**config.mk**
```make
export PLATFORM = sky130hd
export DESIGN_NAME = motor_mixer_pwm_duty
export DESIGN_NICKNAME = d
export VERILOG_FILES = /design/src/hw/rtl/mmpd_pkg.sv /design/src/hw/rtl/mmpd_mix_pipe.sv /design/src/hw/rtl/motor_mixer_pwm_duty.sv
export SDC_FILE = /design/constraint.sdc
export NUM_CORES = 2
export LEC_CHECK = 0
export BUFFER_PORTS_ARGS = -buffer_cell sky130_fd_sc_hd__buf_2
export CORE_ASPECT_RATIO = 0.5
export CORE_MARGIN = 4
export CORE_UTILIZATION = 50
export DETAILED_ROUTE_END_ITERATION = 8
export GPL_TIMING_DRIVEN = 0
export HOLD_SLACK_MARGIN = 0.1
export PLACE_DENSITY_LB_ADDON = 0.12
export SKIP_LAST_GASP = 1
export SLEW_MARGIN = 20
export SYNTH_ARGS = -nofsm -noshare
export SYNTH_HDL_FRONTEND = slang
export SYNTH_SLANG_ARGS = --single-unit
```
**constraint.sdc**
```tcl
create_clock -name i_clk -period 13.8 [get_ports i_clk]
set_input_delay 3.45 -clock i_clk [delete_from_list [all_inputs] [get_ports i_clk]]
set_output_delay 3.45 -clock i_clk [all_outputs]
set_load 0.01 [all_outputs]
```
**src/hw/rtl/mmpd_pkg.sv**
```systemverilog
// Shared types, register codes and constants for the motor mixer PWM duty block.
// Depends on nothing; used by mmpd_mix_pipe and motor_mixer_pwm_duty.
`timescale 1ns / 1ps

package mmpd_pkg;

    localparam int MOTORS_DEFAULT = 6;
    localparam int GAIN_REGS      = 6;
    localparam int MOTOR_W        = 3;
    localparam int CFG_IDX_W      = 3;
    localparam int CFG_DATA_W     = 32;
    localparam int LEVEL_W        = 14;
    localparam int PULSE_W        = 16;
    localparam int DUTY_W         = 17;
    localparam int CMD_W          = 16;

    // Register indexes: gains live at 0 .. GAIN_REGS-1
    localparam logic [CFG_IDX_W-1:0] REG_IDLE_LEVEL  = 3'd6;
    localparam logic [CFG_IDX_W-1:0] REG_DUTY_ONE_MS = 3'd7;

    localparam logic [MOTOR_W-1:0] REMAP_MOTOR   = 3'd5;
    localparam logic [MOTOR_W-1:0] REMAP_CHANNEL = 3'd6;

    localparam logic [LEVEL_W-1:0] FULL_SCALE = 14'd10000;

    // floor(a / 100) = (a * RECIP_100) >> 31, exact for a <= 2^24
    localparam logic [24:0] RECIP_100       = 25'd21474837;
    localparam int          RECIP_100_SHIFT = 31;
    // floor(p / 10000) = (p * RECIP_10K) >> 44, exact for p < 2^30
    localparam logic [30:0] RECIP_10K       = 31'd1759218605;
    localparam int          RECIP_10K_SHIFT = 44;

    localparam logic [PULSE_W-1:0] DUTY_ONE_MS_RESET = 16'd24000;
    localparam logic [LEVEL_W-1:0] IDLE_LEVEL_RESET  = 14'd0;

    localparam logic [CFG_DATA_W-1:0] GAIN_RESET [GAIN_REGS] = '{
        32'd1679366425, 32'd1692919577, 32'd1679419367,
        32'd1692867047, 32'd1677721600, 32'd1677721600
    };

    typedef struct packed {
        logic signed [CMD_W-1:0] roll;
        logic signed [CMD_W-1:0] pitch;
        logic signed [CMD_W-1:0] yaw;
        logic signed [CMD_W-1:0] thrust;
    } t_cmd;

    typedef struct packed {
        logic [MOTOR_W-1:0] channel;
        logic               last;
    } t_tag;

endpackage

```
**src/hw/rtl/mmpd_mix_pipe.sv**
```systemverilog
// Eight-stage mixing datapath: weighted sum, divide by 100, clamp, duty scaling.
// Depends on mmpd_pkg.
`timescale 1ns / 1ps

module mmpd_mix_pipe (
    input  logic                                i_clk,
    input  logic                                i_rst_n,
    input  logic                                i_adv,
    input  logic                                i_vld,
    input  logic [mmpd_pkg::CFG_DATA_W-1:0]     i_gains,
    input  mmpd_pkg::t_cmd                      i_cmd,
    input  mmpd_pkg::t_tag                      i_tag,
    input  logic [mmpd_pkg::LEVEL_W-1:0]        i_idle_level,
    input  logic [mmpd_pkg::PULSE_W-1:0]        i_duty_one_ms,
    output logic                                o_vld,
    output logic [mmpd_pkg::DUTY_W-1:0]         o_duty,
    output mmpd_pkg::t_tag                      o_tag
);

    localparam int STAGES = 8;

    logic [STAGES-1:0]   r_vld;
    mmpd_pkg::t_tag      r_tag [STAGES];

    logic signed [23:0]  r_px, r_py, r_pz, r_pa;
    logic signed [25:0]  r_sum;
    logic [24:0]         r_abs;
    logic [49:0]         r_qm;
    logic [1:0]          r_neg;
    logic [mmpd_pkg::LEVEL_W-1:0] r_lvl;
    logic [29:0]         r_p;
    logic [60:0]         r_pm;
    logic [mmpd_pkg::DUTY_W-1:0]  r_duty;

    logic signed [7:0]   w_gx, w_gy, w_gz, w_ga;
    logic [18:0]         w_q;
    logic [mmpd_pkg::LEVEL_W-1:0] w_lo;
    logic [mmpd_pkg::LEVEL_W-1:0] n_lvl;

    assign w_gx = i_gains[7:0];
    assign w_gy = i_gains[15:8];
    assign w_gz = i_gains[23:16];
    assign w_ga = i_gains[31:24];

    assign w_q  = r_qm[mmpd_pkg::RECIP_100_SHIFT +: 19];
    assign w_lo = (i_idle_level > mmpd_pkg::FULL_SCALE) ? mmpd_pkg::FULL_SCALE : i_idle_level;

    always_comb begin
        if (r_neg[1] || (w_q < 19'(w_lo))) begin
            n_lvl = w_lo;
        end else if (w_q > 19'(mmpd_pkg::FULL_SCALE)) begin
            n_lvl = mmpd_pkg::FULL_SCALE;
        end else begin
            n_lvl = w_q[mmpd_pkg::LEVEL_W-1:0];
        end
    end

    // Valid bits: cleared by reset, shifted on each advance
    always_ff @(posedge i_clk) begin
        if (!i_rst_n) begin
            r_vld <= '0;
        end else if (i_adv) begin
            r_vld <= {r_vld[STAGES-2:0], i_vld};
        end
    end

    always_ff @(posedge i_clk) begin
        if (i_adv) begin
            r_tag[0] <= i_tag;
            for (int s = 1; s < STAGES; s++) begin
                r_tag[s] <= r_tag[s-1];
            end
            // stage 1: per-axis products
            r_px  <= w_gx * i_cmd.roll;
            r_py  <= w_gy * i_cmd.pitch;
            r_pz  <= w_gz * i_cmd.yaw;
            r_pa  <= w_ga * i_cmd.thrust;
            // stage 2: weighted sum
            r_sum <= {{2{r_px[23]}}, r_px} + {{2{r_py[23]}}, r_py}
                   + {{2{r_pz[23]}}, r_pz} + {{2{r_pa[23]}}, r_pa};
            // stage 3: magnitude, sign held aside for truncation toward zero
            r_abs    <= r_sum[25] ? 25'(-r_sum) : 25'(r_sum);
            r_neg[0] <= r_sum[25];
            // stage 4: reciprocal multiply for the divide by 100
            r_qm     <= r_abs * mmpd_pkg::RECIP_100;
            r_neg[1] <= r_neg[0];
            // stage 5: clamp; any negative quotient falls to the lower bound
            r_lvl    <= n_lvl;
            // stage 6: level times pulse count
            r_p   <= r_lvl * i_duty_one_ms;
            // stage 7: reciprocal multiply for the divide by full scale
            r_pm  <= r_p * mmpd_pkg::RECIP_10K;
            // stage 8: add the 1 ms base
            r_duty <= {1'b0, i_duty_one_ms}
                    + r_pm[mmpd_pkg::RECIP_10K_SHIFT +: mmpd_pkg::DUTY_W];
        end
    end

    assign o_vld  = r_vld[STAGES-1];
    assign o_duty = r_duty;
    assign o_tag  = r_tag[STAGES-1];

endmodule

```
**src/hw/rtl/motor_mixer_pwm_duty.sv**
```systemverilog
// Top level of the multirotor motor mixer with PWM duty output.
// Depends on mmpd_pkg and mmpd_mix_pipe.
`timescale 1ns / 1ps

// One input transaction carries roll, pitch, yaw and thrust commands and
// yields MOTORS output transactions, one per motor in index order, each with
// a channel number (motor 5 goes out on channel 6), a PWM duty count and a
// last flag on the final motor. The sequencer holds the command set and
// issues one motor per cycle, while the output does not stall, into an
// eight-stage datapath; the next item is taken in the cycle its
// predecessor's final motor issues, and items follow each other through the
// single shared datapath. A stall on the output freezes the whole datapath
// and stops the sequencer issuing; nothing is dropped or repeated.
// Configuration writes land at once and must be made only while the block is
// idle.

module motor_mixer_pwm_duty #(
    parameter int MOTORS = mmpd_pkg::MOTORS_DEFAULT
) (
    input  logic                                i_clk,
    input  logic                                i_rst_n,
    // input channel
    input  logic                                i_valid,
    output logic                                o_ready,
    input  logic signed [mmpd_pkg::CMD_W-1:0]   i_roll_cmd,
    input  logic signed [mmpd_pkg::CMD_W-1:0]   i_pitch_cmd,
    input  logic signed [mmpd_pkg::CMD_W-1:0]   i_yaw_cmd,
    input  logic signed [mmpd_pkg::CMD_W-1:0]   i_thrust_cmd,
    // output channel
    output logic                                o_valid,
    input  logic                                i_ready,
    output logic [mmpd_pkg::MOTOR_W-1:0]        o_channel,
    output logic [mmpd_pkg::DUTY_W-1:0]         o_duty,
    output logic                                o_last,
    // configuration write port
    input  logic                                i_cfg_we,
    input  logic [mmpd_pkg::CFG_IDX_W-1:0]      i_cfg_idx,
    input  logic [mmpd_pkg::CFG_DATA_W-1:0]     i_cfg_data
);

    localparam logic [mmpd_pkg::MOTOR_W-1:0] LAST_MOTOR = mmpd_pkg::MOTOR_W'(MOTORS - 1);

    // configuration registers
    logic [mmpd_pkg::CFG_DATA_W-1:0] r_gains [mmpd_pkg::GAIN_REGS];
    logic [mmpd_pkg::LEVEL_W-1:0]    r_idle_level;
    logic [mmpd_pkg::PULSE_W-1:0]    r_duty_one_ms;

    // sequencer
    logic                            r_busy, n_busy;
    logic [mmpd_pkg::MOTOR_W-1:0]    r_motor, n_motor;
    mmpd_pkg::t_cmd                  r_cmd;

    logic                            w_adv;
    logic                            w_issue;
    logic                            w_final;
    logic                            w_take;
    mmpd_pkg::t_tag                  w_tag;
    mmpd_pkg::t_tag                  w_out_tag;
    logic                            w_out_vld;

    always_ff @(posedge i_clk) begin
        if (!i_rst_n) begin
            for (int g = 0; g < mmpd_pkg::GAIN_REGS; g++) begin
                r_gains[g] <= mmpd_pkg::GAIN_RESET[g];
            end
            r_idle_level  <= mmpd_pkg::IDLE_LEVEL_RESET;
            r_duty_one_ms <= mmpd_pkg::DUTY_ONE_MS_RESET;
        end else if (i_cfg_we) begin
            case (i_cfg_idx)
                mmpd_pkg::REG_IDLE_LEVEL: begin
                    r_idle_level <= i_cfg_data[mmpd_pkg::LEVEL_W-1:0];
                end
                mmpd_pkg::REG_DUTY_ONE_MS: begin
                    r_duty_one_ms <= i_cfg_data[mmpd_pkg::PULSE_W-1:0];
                end
                default: begin
                    // remaining indexes are the gain registers
                    r_gains[i_cfg_idx] <= i_cfg_data;
                end
            endcase
        end
    end

    // Advance the datapath whenever the output stage is empty or being drained
    assign w_adv   = !w_out_vld || i_ready;
    assign w_issue = r_busy && w_adv;
    assign w_final = (r_motor == LAST_MOTOR);
    assign o_ready = !r_busy || (w_adv && w_final);
    assign w_take  = i_valid && o_ready;

    always_comb begin
        n_busy  = r_busy;
        n_motor = r_motor;
        if (w_issue) begin
            if (w_final) begin
                n_busy  = 1'b0;
                n_motor = '0;
            end else begin
                n_motor = r_motor + 1'b1;
            end
        end
        if (w_take) begin
            n_busy  = 1'b1;
            n_motor = '0;
        end
    end

    always_ff @(posedge i_clk) begin
        if (!i_rst_n) begin
            r_busy  <= 1'b0;
            r_motor <= '0;
        end else begin
            r_busy  <= n_busy;
            r_motor <= n_motor;
        end
    end

    // Hold the command set for the whole motor sweep
    always_ff @(posedge i_clk) begin
        if (w_take) begin
            r_cmd.roll   <= i_roll_cmd;
            r_cmd.pitch  <= i_pitch_cmd;
            r_cmd.yaw    <= i_yaw_cmd;
            r_cmd.thrust <= i_thrust_cmd;
        end
    end

    assign w_tag.channel = (r_motor == mmpd_pkg::REMAP_MOTOR) ? mmpd_pkg::REMAP_CHANNEL : r_motor;
    assign w_tag.last    = w_final;

    mmpd_mix_pipe u_pipe (
        .i_clk         (i_clk),
        .i_rst_n       (i_rst_n),
        .i_adv         (w_adv),
        .i_vld         (w_issue),
        .i_gains       (r_gains[r_motor]),
        .i_cmd         (r_cmd),
        .i_tag         (w_tag),
        .i_idle_level  (r_idle_level),
        .i_duty_one_ms (r_duty_one_ms),
        .o_vld         (w_out_vld),
        .o_duty        (o_duty),
        .o_tag         (w_out_tag)
    );

    assign o_valid   = w_out_vld;
    assign o_channel = w_out_tag.channel;
    assign o_last    = w_out_tag.last;

endmodule
```
==> impl_metrics.toml <==
[timing]
timing.final.crit_period_ns = 8.441
unrepaired_setup_endpoints_after_global_routing = "false"
hold_viol_final = 0
achievable-frequency_ghz = 0.1185
worst_pin_slew_ns = 1.189
slew_violations = 0
report.final.setup_viol = 0
max_slew_margin = 0.1846
final_critical_path_setup_slack_ns = 5.359
final_min_period_over_clock_period = 0.6117
finClkSkew_ns = 0.03740

[synthesis]
synthesis.area_per_instance_um2 = 10.91
synthCells = 7184
synth.largest_area_cell = "fa_1"
yosysUniqueCellTypes = 78
synth_enable_flop_cells = 598
synth_top_cells_by_count = "1724 x inv_1, 1242 x fa_1, 978 x ha_1, 598 x edfxtp_1, 552 x nand2_1"
post-synth-top-area-fraction = 0.3173
ys_top_cells_by_area = "fa_1 32%, edfxtp_1 23%, ha_1 16%"
postSynthRegisterBits = 643
async_flop_share = 0
yosysMostFrequentCell = "inv_1"
yosys_warnings = 0
seq_area_frac_synth = 0.2406
cell_area_after_synthesis_um2 = 78370
synth_ff_type = "edfxtp_1"

[critical_path]
worstSetupPathType = "reg -> reg"
timing.critical_path.to_type = "flip-flop"
worst_setup_path_start_kind = "flip-flop"
timing.critical_path.required_ns = 14.20
cp_data_arrival_time_ns = 8.84
critPathMaxFanout = 10

[finish]
fin_nets = 9782
multi_input_comb_area_um2 = 52930
final_design_area_no_fill_um2 = 84670
layout-drive-gt1-share = 0.05925
syn_to_final_growth_pct = 8.044
fillerInstances = 13960
area.sequential_um2 = 18860

[floorplan]
die-width_um = 567.9
initial_utilization = 0.5050
number_of_standard_cell_rows_in_the_floorplan = 102
die-area_um2 = 163500
die-height_um = 287.9
io_pins = 127
core_footprint_um2 = 155200

[clock_tree]
clk_latency_ns = 0.68
clk_path_buf_depth = 3
clk_transition_reported_paths_ns = 0.06
cts_setup_buffers = 0
clock_tree.root_cell = "clkbuf_16"
cts_tree = "yes"
htreeDepth = 3
hold_buffers = 0
cts-buffers-inserted = 69
numClockSinks = 643
cts_resized = 0

[placement]
dp_hpwl_mm = 158.2
port-buffer-count = 124
gp_congestion = 0.9414
place_worst_setup_slack_ns = 5.403
postPlaceCellArea_um2 = 82310

[grt]
number_of_global_route_vias_before_repair = 52910
track_usage = 0.2403
grt_remaining_overflow = 0
grt_first_pass_wirelength_mm = 302.8
grt_antenna_before_repair = 9
grt_max_degree = 75

[drt]
detailedRoute.firstIterationViolations = 2933
met3_wirelength_mm = 8.201
ant_nets = 0
via_count = 49560
firstDrtPassIters = 7
routed-wl-met2_mm = 90.91
wl_met1_mm = 84.31
detail_route.wl_per_cell_um = 19.63
via_per_inst = 5.166
drc = 0
finalWirelength_mm = 188.3
top_layer_used = "met4"

[hold_path]
min-delay-path-class = "reg -> reg"

[status]
outcome = "completed"

[job]
cap_viol_max_count = 0
## final timing paths
path	start	to	slack [ns]	cells after the start
min	u_pipe.r_tag[0][3]	u_pipe.r_tag[0][7]	0.42	0
min reg2reg	u_pipe.r_tag[0][3]	u_pipe.r_tag[0][7]	0.42	0
max reg2reg	flip-flop	u_pipe.r_pa[23]	5.36	23
max	flip-flop	u_pipe.r_pa[23]	5.36	23
## critical path: stages (launching register included)
cell	delay, ns
dfxtp_1	0.31
clkbuf_1	0.56
clkbuf_1	0.61
mux4_2	0.42
mux2i_1	0.83
clkbuf_1	0.54
nor2b_1	0.14
fa_1	0.55
inv_1	0.05
fa_1	0.52
fa_1	0.53
inv_1	0.06
fa_1	0.45
ha_1	0.35
a21o_1	0.20
a21oi_1	0.21
o21bai_1	0.09
a21o_1	0.17
a21oi_1	0.20
o211ai_1	0.15
a2111oi_0	0.57
o31ai_1	0.17
a21oi_1	0.20
xnor2_1	0.27
## per-layer routing
metal / GRT usage / vias to the layer above
met5: 0 / -
met4: 0.05857 / 0
met3: 0.02731 / 265
met2: 0.4114 / 1019
met1: 0.3292 / 25050
li1: - / 23230
## flip-flops by register name (all words and copies together) (netlist names), 14 cells and up, named ones only
name,flops
u_pipe.r_qm,19
u_pipe.r_pm,17
u_pipe.r_px,24
u_pipe.r_pz,24
u_pipe.r_tag,32
r_cmd,64
r_duty_one_ms,16
u_pipe.r_abs,25
r_idle_level,14
u_pipe.o_duty,17
u_pipe.r_pa,24
u_pipe.r_py,24
u_pipe.r_p,30
u_pipe.r_lvl,14
r_gains,256
u_pipe.r_sum,26
## placed cells by master, fill, tap and decap left out, drive strengths merged, types with 31 or more instances in the layout
| cell | count |
|---|---|
| fa | 1242 |
| a21boi | 46 |
| nor3 | 31 |
| dfxtp | 45 |
| xor2 | 55 |
| a21oi | 190 |
| buf | 154 |
| nor2 | 218 |
| xnor2 | 175 |
| clkbuf | 191 |
| nand3 | 51 |
| edfxtp | 598 |
| a21o | 91 |
| ha | 978 |
| nand2b | 52 |
| and2 | 142 |
| mux4 | 64 |
| nand2 | 552 |
| nor2b | 311 |
| o21ai | 106 |
| or2 | 70 |
| inv | 1727 |
| conb | 64 |
## cells by family (layout without fill, tap and decap cells)
family,Yosys count,in the layout,synth area share
xor+xnor,230,230,0.02571
mux,97,97,0.02274
other cells,1,66,0.00004785
compound gates,629,629,0.05256
buf+inv,1846,2110,0.08879
simple gates,1518,1518,0.09610
flops,643,643,0.2406
fa+ha+maj,2220,2220,0.4734
## cell type report
type | count | area share
multi-input combinational | 4758 | 0.6252
sequential | 643 | 0.2227
inverter | 1725 | 0.07653
tap | 2080 | 0.03074
clock buffer | 84 | 0.02143
timing repair buffer | 140 | 0.01130
clock inverter | 40 | 0.006295
buffer | 121 | 0.005734
antenna | 2 | 0.00005911
## through the flow
stage	instances	setup TNS [ns]	hold slack (ns)	util
CTS	9591	0	0.4159	0.5455
global route	9591	0	0.4240	0.5456
floorplan	7247	0	0.4003	-
finish	9593	0	0.4162	0.5456
global placement	9451	-362.33	0.4012	0.5273
detailed placement	9467	0	0.4045	0.5304
Power is not shown: default switching activity piles up to over one toggle a cycle in this logic, so the estimate is an artifact.
